--- config.mk ---
export PLATFORM = sky130hd
export DESIGN_NAME = rgbw_linear_fader
export DESIGN_NICKNAME = d
export VERILOG_FILES = /design/src/rtl/rlf_pkg.sv /design/src/rtl/rlf_lerp.sv /design/src/rtl/rgbw_linear_fader.sv
export SDC_FILE = /design/constraint.sdc
export NUM_CORES = 1
export LEC_CHECK = 0
export BUFFER_PORTS_ARGS = -buffer_cell sky130_fd_sc_hd__buf_2
export CORE_AREA = 2 2 308 310
export DETAILED_ROUTE_END_ITERATION = 10
export DIE_AREA = 0 0 310 312
export PLACE_DENSITY = 0.43
export SLEW_MARGIN = 20
export SYNTH_ARGS = -nofsm -noshare
export SYNTH_HDL_FRONTEND = slang
export SYNTH_SLANG_ARGS = --single-unit
--- constraint.sdc ---
create_clock -name aclk -period 14.2 [get_ports aclk]
set_clock_uncertainty 0.15 [all_clocks]
set_input_delay 2.84 -clock aclk [delete_from_list [all_inputs] [get_ports aclk]]
set_output_delay 2.84 -clock aclk [all_outputs]
set_load 0.01 [all_outputs]
--- src/rtl/rlf_pkg.sv ---
// shared types and constants of the rgbw linear fader
package rlf_pkg;

    localparam int LANES   = 4;
    localparam int LEVEL_W = 8;
    localparam int DELTA_W = LEVEL_W + 1;
    localparam int TIME_W  = 32;
    localparam int STEP_W  = 10;

    // one quotient bit per magnitude bit in the serial lerp
    localparam int MAG_STEPS = LEVEL_W;

    localparam logic [STEP_W-1:0] TICK_STEP_RESET = 10'd40;

    // request item modes
    localparam logic MODE_START = 1'b0;
    localparam logic MODE_TICK  = 1'b1;

    typedef logic [LEVEL_W-1:0] level_t;
    typedef logic [DELTA_W-1:0] delta_t;

    typedef struct packed {
        logic                mode;
        logic [LEVEL_W-1:0]  target_red;
        logic [LEVEL_W-1:0]  target_green;
        logic [LEVEL_W-1:0]  target_blue;
        logic [LEVEL_W-1:0]  target_white;
        logic [TIME_W-1:0]   fade_ms;
    } rlf_in_t;

    typedef struct packed {
        logic [LEVEL_W-1:0]  level_red;
        logic [LEVEL_W-1:0]  level_green;
        logic [LEVEL_W-1:0]  level_blue;
        logic [LEVEL_W-1:0]  level_white;
        logic [TIME_W-1:0]   remaining_ms;
        logic                active;
        logic                fading;
    } rlf_out_t;

    // controller to lerp unit
    typedef struct packed {
        logic                go;
        logic                neg;
        logic [LEVEL_W-1:0]  start;
        logic [LEVEL_W-1:0]  mag;
    } rlf_lerp_req_t;

    // lerp unit to controller
    typedef struct packed {
        logic                done;
        logic [LEVEL_W-1:0]  level;
    } rlf_lerp_rsp_t;

endpackage

--- src/rtl/rlf_lerp.sv ---
// bit-serial multiply-divide computing start +/- trunc(elapsed * mag / fade)
module rlf_lerp (
    input  logic                       aclk,
    input  logic                       aresetn,
    input  rlf_pkg::rlf_lerp_req_t     req,
    input  logic [rlf_pkg::TIME_W-1:0] elapsed_ms,
    input  logic [rlf_pkg::TIME_W-1:0] fade_ms,
    output rlf_pkg::rlf_lerp_rsp_t     rsp
);
    import rlf_pkg::*;

    localparam int CNT_W = $clog2(MAG_STEPS);
    localparam int ACC_W = TIME_W + 2;

    logic                 busy_reg;
    logic                 done_reg;
    logic [CNT_W-1:0]     step_cnt_reg;
    logic [LEVEL_W-1:0]   mag_reg;
    logic                 neg_reg;
    logic [LEVEL_W-1:0]   start_reg;
    logic [TIME_W-1:0]    rem_reg;
    logic [LEVEL_W-1:0]   quo_reg;

    logic [ACC_W-1:0]     addend;
    logic [ACC_W-1:0]     acc;
    logic [ACC_W-1:0]     fade_x1;
    logic [ACC_W-1:0]     fade_x2;
    logic [ACC_W-1:0]     acc_red;
    logic [1:0]           digit;
    logic [TIME_W-1:0]    rem_next;
    logic [LEVEL_W:0]     quo_wide;
    logic [LEVEL_W-1:0]   quo_next;
    logic [LEVEL_W+1:0]   level_sum;
    logic [LEVEL_W-1:0]   level_out;

    // one long-division step: shift in one magnitude bit worth of elapsed time
    always_comb begin
        addend   = mag_reg[LEVEL_W-1] ? {2'b00, elapsed_ms} : '0;
        acc      = {1'b0, rem_reg, 1'b0} + addend;
        fade_x1  = {2'b00, fade_ms};
        fade_x2  = {1'b0, fade_ms, 1'b0};
        priority if (acc >= fade_x2) begin
            acc_red = acc - fade_x2;
            digit   = 2'd2;
        end else if (acc >= fade_x1) begin
            acc_red = acc - fade_x1;
            digit   = 2'd1;
        end else begin
            acc_red = acc;
            digit   = 2'd0;
        end
        rem_next = acc_red[TIME_W-1:0];
        quo_wide = {quo_reg, 1'b0} + {{(LEVEL_W-1){1'b0}}, digit};
        quo_next = quo_wide[LEVEL_W-1:0];
    end

    // apply quotient to start level with clamping
    always_comb begin
        if (neg_reg) begin
            level_sum = {2'b00, start_reg} - {2'b00, quo_reg};
        end else begin
            level_sum = {2'b00, start_reg} + {2'b00, quo_reg};
        end
        priority if (level_sum[LEVEL_W+1]) begin
            level_out = '0;
        end else if (level_sum[LEVEL_W]) begin
            level_out = '1;
        end else begin
            level_out = level_sum[LEVEL_W-1:0];
        end
    end

    // step control
    always_ff @(posedge aclk) begin
        if (!aresetn) begin
            busy_reg     <= 1'b0;
            done_reg     <= 1'b0;
            step_cnt_reg <= '0;
        end else if (req.go) begin
            busy_reg     <= 1'b1;
            done_reg     <= 1'b0;
            step_cnt_reg <= '0;
        end else if (busy_reg) begin
            step_cnt_reg <= step_cnt_reg + 1'b1;
            if (step_cnt_reg == CNT_W'(MAG_STEPS - 1)) begin
                busy_reg <= 1'b0;
                done_reg <= 1'b1;
            end
        end else begin
            done_reg <= 1'b0;
        end
    end

    // datapath shift registers
    always_ff @(posedge aclk) begin
        if (req.go) begin
            mag_reg   <= req.mag;
            neg_reg   <= req.neg;
            start_reg <= req.start;
            rem_reg   <= '0;
            quo_reg   <= '0;
        end else if (busy_reg) begin
            mag_reg <= {mag_reg[LEVEL_W-2:0], 1'b0};
            rem_reg <= rem_next;
            quo_reg <= quo_next;
        end
    end

    assign rsp.done  = done_reg;
    assign rsp.level = level_out;

endmodule

--- src/rtl/rgbw_linear_fader.sv ---
// rgbw linear fader top level: request handling, fade state and result register
//
// Usage: s_valid/s_ready/s_data carry one request (mode 0 starts a fade to new
// targets over fade_ms, mode 1 is a time tick). Every request gives exactly
// one result on m_valid/m_ready/m_data with the four levels, remaining time,
// active and fading marks. cfg_valid/cfg_ready/cfg_data write tick_step_ms;
// cfg_ready is always high, write only while the block is idle.
// Flow: a start request, or a tick with no fade running, goes from idle to
// the emit state. A tick first goes to the check state; if it ends the fade it
// then goes to emit, and a tick inside the fade runs the four lanes in turn
// through one shared serial multiply-divide unit, one magnitude bit per step
// for each lane, before emit. The emit state writes the result once the
// output register is free and returns to idle, where the next request is taken.
// One request is worked on at a time; s_ready is high only when
// no request is in work, and a new request may be taken while the previous
// result still waits in the output register.
// Reset (aresetn low, synchronous) clears all levels, targets and times,
// drops fading and active, sets tick_step_ms to 40 and empties the output.
// When the receiver stalls the finished result holds in the output register
// and the block waits before writing the next one.
module rgbw_linear_fader (
    input  logic                        aclk,
    input  logic                        aresetn,
    input  logic                        s_valid,
    output logic                        s_ready,
    input  rlf_pkg::rlf_in_t            s_data,
    output logic                        m_valid,
    input  logic                        m_ready,
    output rlf_pkg::rlf_out_t           m_data,
    input  logic                        cfg_valid,
    output logic                        cfg_ready,
    input  logic [rlf_pkg::STEP_W-1:0]  cfg_data
);
    import rlf_pkg::*;

    localparam int LANE_W = $clog2(LANES);

    typedef enum logic [1:0] {
        S_IDLE,
        S_CHECK,
        S_LERP,
        S_EMIT
    } state_t;

    state_t              state_reg;
    logic [STEP_W-1:0]   tick_step_reg;
    level_t              shown_reg  [LANES];
    level_t              start_reg  [LANES];
    delta_t              delta_reg  [LANES];
    level_t              target_reg [LANES];
    logic [TIME_W-1:0]   fade_reg;
    logic [TIME_W-1:0]   elapsed_reg;
    logic                running_reg;
    logic                power_reg;
    logic [LANE_W-1:0]   lane_reg;
    logic                go_reg;
    logic                go_next;
    logic                m_valid_reg;
    rlf_out_t            m_data_reg;

    level_t              target_in [LANES];
    logic [TIME_W:0]     elapsed_sum;
    logic [TIME_W-1:0]   elapsed_next;
    logic                all_zero;
    logic [TIME_W-1:0]   remaining;
    delta_t              lane_delta;
    delta_t              lane_mag;
    rlf_lerp_req_t       lerp_req;
    rlf_lerp_rsp_t       lerp_rsp;
    logic                out_free;

    // new targets by lane
    assign target_in[0] = s_data.target_red;
    assign target_in[1] = s_data.target_green;
    assign target_in[2] = s_data.target_blue;
    assign target_in[3] = s_data.target_white;

    // saturating elapsed time
    always_comb begin
        elapsed_sum  = {1'b0, elapsed_reg} + {{(TIME_W + 1 - STEP_W){1'b0}}, tick_step_reg};
        elapsed_next = elapsed_sum[TIME_W] ? '1 : elapsed_sum[TIME_W-1:0];
    end

    // status terms
    always_comb begin
        all_zero = 1'b1;
        for (int i = 0; i < LANES; i++) begin
            if (target_reg[i] != '0) begin
                all_zero = 1'b0;
            end
        end
        remaining = (running_reg && (elapsed_reg < fade_reg)) ? (fade_reg - elapsed_reg) : '0;
    end

    // lerp request for the current lane
    always_comb begin
        lane_delta     = delta_reg[lane_reg];
        lane_mag       = lane_delta[DELTA_W-1] ? (~lane_delta + 1'b1) : lane_delta;
        lerp_req.go    = go_reg;
        lerp_req.neg   = lane_delta[DELTA_W-1];
        lerp_req.start = start_reg[lane_reg];
        lerp_req.mag   = lane_mag[LEVEL_W-1:0];
    end

    // start the lerp unit on the first lane and after each finished lane but the last
    assign go_next = ((state_reg == S_CHECK) && (elapsed_reg < fade_reg))
                  || ((state_reg == S_LERP) && lerp_rsp.done
                      && (lane_reg != LANE_W'(LANES - 1)));

    rlf_lerp u_rlf_lerp (
        .aclk       (aclk),
        .aresetn    (aresetn),
        .req        (lerp_req),
        .elapsed_ms (elapsed_reg),
        .fade_ms    (fade_reg),
        .rsp        (lerp_rsp)
    );

    assign out_free = !m_valid_reg || m_ready;

    // sequencer, fade state and result register
    always_ff @(posedge aclk) begin
        if (!aresetn) begin
            state_reg     <= S_IDLE;
            tick_step_reg <= TICK_STEP_RESET;
            for (int i = 0; i < LANES; i++) begin
                shown_reg[i]  <= '0;
                start_reg[i]  <= '0;
                delta_reg[i]  <= '0;
                target_reg[i] <= '0;
            end
            fade_reg      <= '0;
            elapsed_reg   <= '0;
            running_reg   <= 1'b0;
            power_reg     <= 1'b0;
            lane_reg      <= '0;
            go_reg        <= 1'b0;
            m_valid_reg   <= 1'b0;
        end else begin
            go_reg <= go_next;

            // config write
            if (cfg_valid) begin
                tick_step_reg <= cfg_data;
            end

            // result taken with nothing new to write
            if (m_valid_reg && m_ready && (state_reg != S_EMIT)) begin
                m_valid_reg <= 1'b0;
            end

            unique case (state_reg)
                S_IDLE: begin
                    if (s_valid) begin
                        if (s_data.mode == MODE_START) begin
                            for (int i = 0; i < LANES; i++) begin
                                start_reg[i]  <= target_reg[i];
                                delta_reg[i]  <= {1'b0, target_in[i]} - {1'b0, target_reg[i]};
                                target_reg[i] <= target_in[i];
                            end
                            fade_reg    <= s_data.fade_ms;
                            elapsed_reg <= '0;
                            running_reg <= 1'b1;
                            power_reg   <= 1'b1;
                            state_reg   <= S_EMIT;
                        end else if (running_reg) begin
                            elapsed_reg <= elapsed_next;
                            state_reg   <= S_CHECK;
                        end else begin
                            state_reg <= S_EMIT;
                        end
                    end
                end
                S_CHECK: begin
                    if (elapsed_reg >= fade_reg) begin
                        for (int i = 0; i < LANES; i++) begin
                            shown_reg[i] <= target_reg[i];
                        end
                        fade_reg    <= '0;
                        running_reg <= 1'b0;
                        if (all_zero) begin
                            power_reg <= 1'b0;
                        end
                        state_reg <= S_EMIT;
                    end else begin
                        lane_reg  <= '0;
                        state_reg <= S_LERP;
                    end
                end
                S_LERP: begin
                    if (lerp_rsp.done) begin
                        shown_reg[lane_reg] <= lerp_rsp.level;
                        if (lane_reg == LANE_W'(LANES - 1)) begin
                            state_reg <= S_EMIT;
                        end else begin
                            lane_reg <= lane_reg + 1'b1;
                        end
                    end
                end
                S_EMIT: begin
                    if (out_free) begin
                        m_data_reg.level_red    <= shown_reg[0];
                        m_data_reg.level_green  <= shown_reg[1];
                        m_data_reg.level_blue   <= shown_reg[2];
                        m_data_reg.level_white  <= shown_reg[3];
                        m_data_reg.remaining_ms <= remaining;
                        m_data_reg.active       <= power_reg;
                        m_data_reg.fading       <= running_reg;
                        m_valid_reg             <= 1'b1;
                        state_reg               <= S_IDLE;
                    end
                end
            endcase
        end
    end

    assign s_ready   = (state_reg == S_IDLE);
    assign cfg_ready = 1'b1;
    assign m_valid   = m_valid_reg;
    assign m_data    = m_data_reg;

endmodule

Word-level counts from Yosys, hierarchy flattened
Memory sizes are Yosys's and may differ from the RTL's. A register that Yosys moved wholly into a read port is not among the register bits.
Cells that the tools add are included.
- equal/unequal tests: 17
- bitwise gates (word level): 19
- magnitude comparators: 4
- reductions and logical operators: 26
- muxes and demuxes: 82
- add/subtract/negate cells: 15
- operator list (cell ; number):
    two-way mux 32 bit ; 9
    two-way mux 8 bit ; 18
    subtractor 32 bit ; 3
    case mux 32 bit (2 select lines) ; 1
    subtractor 8 x 8 -> 9 bit ; 5
    two-way mux 9 bit ; 4
    adder 33 x 32 -> 34 bit ; 1
    greater-or-equal comparator 34 x 32 -> 1 bit ; 1
    greater-or-equal comparator 34 x 33 -> 1 bit ; 1
    adder 32 x 10 -> 33 bit ; 1
    greater-or-equal comparator 32 bit ; 1
    < comparator 32 bit ; 1
    two-way mux 1 bit ; 32
    nonzero test 8 bit ; 4
    two-way mux 2 bit ; 13
    inequality test 2 bit (second input constant) ; 8
    bitwise OR 1 bit ; 16
    AND reduction 4 bit ; 3
    two-way mux 10 bit ; 1
    adder 8 x 8 -> 9 bit ; 1
    adder 8 x 1 -> 8 bit (second input constant) ; 1
    adder 8 x 2 -> 8 bit ; 1
    inequality test 2 x 1 -> 1 bit (second input constant) ; 4
    inverter 8 bit ; 1
    other kinds (19) ; 32
- output and inout bits: 69
- memories: 4
- bits in registers: 170
- word-level logic and storage cells: 186
- RAM bits: 132
- memories (memory ; words ; width ; rd ports ; clocked after Yosys merged registers in ; wr ports ; line ; RTL):
    delta_reg ; 4 ; 9 ; 1 ; 1 ; 4 ; rgbw_linear_fader.sv:49 ; delta_t delta_reg [LANES];
    shown_reg ; 4 ; 8 ; 4 ; 4 ; 4 ; rgbw_linear_fader.sv:47 ; level_t shown_reg [LANES];
    start_reg ; 4 ; 8 ; 1 ; 1 ; 4 ; rgbw_linear_fader.sv:48 ; level_t start_reg [LANES];
    target_reg ; 4 ; 8 ; 4 ; 0 ; 4 ; rgbw_linear_fader.sv:50 ; level_t target_reg [LANES];

Depth between registers and ports, before layout
An unclocked memory read counts as a cell.
- word-level depth: 9
- mapped depth: 29
- gate-level depth less buffers: 25

Hierarchy
Synthesis repeated with hierarchy kept, for this count alone.
- cells, all modules: 2577
- area, all modules: 23839.1 sq um
- by module, submodules not included (module ; area an instance (sq um) ; cells each ; instances):
    rgbw_linear_fader ; 14879.3 ; 1416 ; 1
    rlf_lerp ; 8959.8 ; 1161 ; 1

Least setup slack after synthesis
OpenSTA, ideal clock, no wires.
- kind: input to register
- start point: in s_data[64] (netlist name)
- end point: mem delta_reg[0][0] (netlist name) (enable)
- path slack: 3317 ps
- arrival time: 10036 ps
- path buffers: 1
- stages on the path: 2
- library setup time: 697 ps
- path through: clkbuf_1 o21ai_0
- RTL lines (item ; line ; RTL):
    start: declaration ; rgbw_linear_fader.sv:26 ; input rlf_pkg::rlf_in_t s_data,
    end: declaration ; rgbw_linear_fader.sv:49 ;

Worst setup path after layout
- start point: reg u_rlf_lerp.mag_reg[7]
- end point: reg u_rlf_lerp.quo_reg[7]
- word-level cells in the longest chain between the ends: 6
- elaborated cells on any way between the ends: 7
- classes of those cells: 2 x add/sub; 2 x order compare; 3 x mux
- ends and longest elaborated chain (item ; line ; RTL):
    start: declaration ; rlf_lerp.sv:18 ; logic [LEVEL_W-1:0] mag_reg;
    start signal: assignment ; rlf_lerp.sv:97 ; mag_reg <= req.mag;
    start signal: assignment ; rlf_lerp.sv:103 ; mag_reg <= {mag_reg[LEVEL_W-2:0], 1'b0};
    two-way mux 32 bit * ; rlf_lerp.sv:38 ; addend = mag_reg[LEVEL_W-1] ? {2'b00, elapsed_ms} : '0;
    adder 33 x 32 -> 34 bit * ; rlf_lerp.sv:39 ; acc = {1'b0, rem_reg, 1'b0} + addend;
    greater-or-equal comparator 34 x 32 -> 1 bit ; rlf_lerp.sv:45 ; end else if (acc >= fade_x1) begin
    two-way mux 1 bit ; rlf_lerp.sv:45 ;
    two-way mux 2 bit * ; rlf_lerp.sv:42 ; priority if (acc >= fade_x2) begin
    adder 8 x 2 -> 8 bit * ; rlf_lerp.sv:53 ; quo_wide = {quo_reg, 1'b0} + {{(LEVEL_W-1){1'b0}}, digit};
    end signal: assignment ; rlf_lerp.sv:105 ; quo_reg <= quo_next;
    end: declaration ; rlf_lerp.sv:22 ; logic [LEVEL_W-1:0] quo_reg;
Every way passes the cells marked *; elsewhere a longest branch is shown, timed or not.
A chain may end at the register's enable or synchronous reset.

==> summary.md <==
| Metric | Value |
|---|---|
| Dominant cell by count in the synthesized netlist | nor2_1 |
| Crit-path max FO | 33 |
| Mean Syn Cell Area | 9.33 um2 |
| DRT iter0 DRCs | 1641 |
| Wirelength, routed | 79.1 mm |
| Reg clk slew, reported paths | 0.06 ns |
| Placed Area | 25200 um2 |
| Delay-heaviest family, CP | compound AO/OA/AOI/OAI gates |
| PostCTS Resize Cnt | 0 |
| CP Depth | 26 |
| R2R Setup Slk | 6.58 ns |
| Post-CTS Setup Bufs | 0 |
| WP buf/inv | 3 |
| Finish-stage setup viols | 0 |
| Slowest Stage Delay on Critical Path | 0.75 ns |
| Yosys warns | 0 |
| Pleak | 10.7 nW |
| CP arrival | 7.97 ns |
| Worst vdd ir | 0.102 mV |
| Vias/cell | 4.98 |
| Pin count of the biggest net entering global routing | 70 |
| Post-route cell area | 26500 um2 |
| Critical path capture point type | flop |
| Global-route wire length before repair | 120 mm |
| CTS root buffer | clkbuf_16 |
| Primary FF master, synth | edfxtp_1 |
| Clock sinks | 344 |
| Max_cap viols | 0 |
| Net Count, Synth | 2773 |
| Clock insertion delay at the later pin of the skew report | 0.59 ns |
| Fin crit period | 7.62 ns |
| Total GRT Usage | 16.1% |
| Clock Tree Buf Depth | 3 |
| Worst reg2reg path endpoint | u_rlf_lerp.quo_reg[7] |
| Crit path launch | u_rlf_lerp.mag_reg[7] |
| Critical-path top delay cell | edfxtp_1 |
| Die area | 96700 um2 |
| Fmax | 131 MHz |
| Vias in the first global route | 18900 |
| Top-area cell type share of the netlist area | 27.9% |
| Initial Util | 24.9% |
| Core Area | 93000 um2 |
| CTS Hold Bufs | 0 |
| P&R area growth vs syn | 14.4% |
| H-tree depth | 2 |
| # DRC | 0 |
| Kind of critical path | flop to flop |
| Max-slew headroom | 27.7% |
| HP Class | flop to flop |
| EDFF count, synth | 215 |
| Max reg flops | 66 |
| NumNets Final | 2882 |
| Initial antenna violation count | 3 |
| Total grt overflow | 0 |
| Syn Inst Count | 2484 |
| Path depth of the worst reg2reg path | 26 |
| Seq cells post-synth | 344 |
| Final hold vios | 0 |
| GPL Wtd Cong | 0.916 |
| Rows | 112 |
| Fillers | 9865 |
| Required @ worst endpoint | 14.55 ns |
| RSZ-0062 raised after global routing | no |
| HPWL Detailed | 61.9 mm |
| CTS Buf Count | 39 |
| Slew Viols, Final | 0 |
| IO Count | 149 |
| Startpoint Class | flop |
| Final TNS setup | 0 ns |
| Yosys cell types | 89 |
| Cell Area, Synth | 23200 um2 |
| Pwr/cell area | 201 nW/um2 |
| Worst Setup EP | u_rlf_lerp.quo_reg[7] |
| I/O Buffers | 147 |
| Final core utilization | 28.5% |
| Die W | 310 um |
| # diodes | 0 |
| Die Y-Extent | 312 um |
| Leading post-synthesis cells by cell area | edfxtp_1 28%, dfxtp_1 11%, ha_1 11%, nor2_1 3.7%, a21oi_1 3.6% |
| Yosys top cell by area | edfxtp_1 |
| Least-Margin Pin Slew | 1.08 ns |
| Crit Reg-Reg Startpoint | u_rlf_lerp.mag_reg[7] |
| Post-synth top cells | 226 x nor2_1, 215 x edfxtp_1, 198 x ha_1, 177 x nand2_1, 173 x inv_1 |
| Sequential area share after synthesis | 39.0% |
| FFs w/ async S/R, synth | 0% |
| Ratio of cells with drive above 1 in the final layout | 10.6% |
| Status | completed |
| Routed via count | 19300 |
| Antenna Violating Nets Remaining | 0 |
| Drt pass-1 iters | 5 |
| Crit share post-route | 53.6% |
| WL/cell | 20.4 um |
| TritonCTS clock tree | built |
-- area by class of cell --
cell class / instances / area (um2) / share of cell area [%]
Inverter: 173 / 649 / 2.45
Clock inverter: 18 / 214 / 0.807
Timing Repair Buffer: 163 / 858 / 3.24
Tap cell: 1254 / 1570 / 5.92
Clock buffer: 49 / 1040 / 3.94
Sequential cell: 344 / 9040 / 34.1
Multi-Input combinational cell: 1872 / 13100 / 49.5
-- cell families after synthesis --
kind of cell             count (synthesis)  share of synthesized area, %
AND/OR/NAND/NOR                        768                          16.0
other                                    1                        0.0162
flip-flops                             344                          39.0
adder cells (fa/ha/maj)                209                          11.6
XOR/XNOR                               139                          5.29
AO/OA/AOI/OAI                          700                          20.1
multiplexers                            55                          3.36
buffers and inverters                  268                          4.52
-- through the flow --
step | hold WS (ns) | total power, mW | std cells | setup WS, ns
floorplan | 0.250 | 3.47 | 2484 | 3.32
global placement | 0.254 | 4.27 | 3806 | 6.62
detailed placement | 0.255 | 4.26 | 3806 | 6.55
CTS | 0.266 | 5.34 | 3873 | 6.56
global route | 0.269 | 5.71 | 3873 | 5.96
finish | 0.267 | 5.33 | 3873 | 6.58
-- layout by cell type, fill, tap and decap left out, types with 19 or more instances in the layout --
cell / Yosys / layout
nor2_1: 226 / 225
edfxtp_1: 215 / 215
ha_1: 198 / 198
nand2_1: 177 / 176
inv_1: 173 / 173
a21oi_1: 166 / 166
buf_2: 9 / 146
o21ai_0: 133 / 132
dfxtp_1: 129 / 127
xnor2_1: 87 / 87
a21o_1: 83 / 83
nor2b_1: 72 / 72
nor3_1: 55 / 54
xor2_1: 51 / 51
and3_1: 50 / 50
and2_1: 49 / 49
nand3_1: 45 / 45
clkbuf_16: 0 / 40
a211oi_1: 33 / 33
a22oi_1: 33 / 33
o22ai_1: 32 / 32
o21bai_1: 26 / 26
mux2i_1: 26 / 26
a21boi_0: 25 / 25
a31oi_1: 22 / 22
nand4_1: 21 / 21
nand2b_1: 21 / 21
nor4_1: 19 / 19
-- worst min-delay path by stage --
stage                    start          to  cells past startpoint
2_1_floorplan  shown_reg[3][0]  m_data[34]                      0
3_3_place_gp   shown_reg[2][2]  m_data[44]                      0
3_5_place_dp   shown_reg[1][3]  m_data[53]                      0
4_1_cts        shown_reg[0][5]  m_data[63]                      0
5_1_grt        shown_reg[1][3]  m_data[53]                      0
6_report       shown_reg[1][3]  m_data[53]                      0
-- routing by layer --
metal / share of wire (%) / up-vias / routed length, um / track usage, %
met3: 4.7 / 74 / 3680 / 2.11
met2: 44 / 445 / 34900 / 25.0
met4: 1.5 / 4 / 1170 / 3.05
li1: - / 9298 / - / -
met5: 0.035 / - / 28 / 0
met1: 50 / 9452 / 39400 / 23.8
-- power breakdown --
group | leakage (nW) | internal [mW] | switching [mW]
Clock | 0.608 | 0.595 | 0.438
Sequential | 3.21 | 1.26 | 0.158
Combinational | 6.87 | 1.09 | 1.78
No activity file was read; power rests on OpenSTA's default activity.
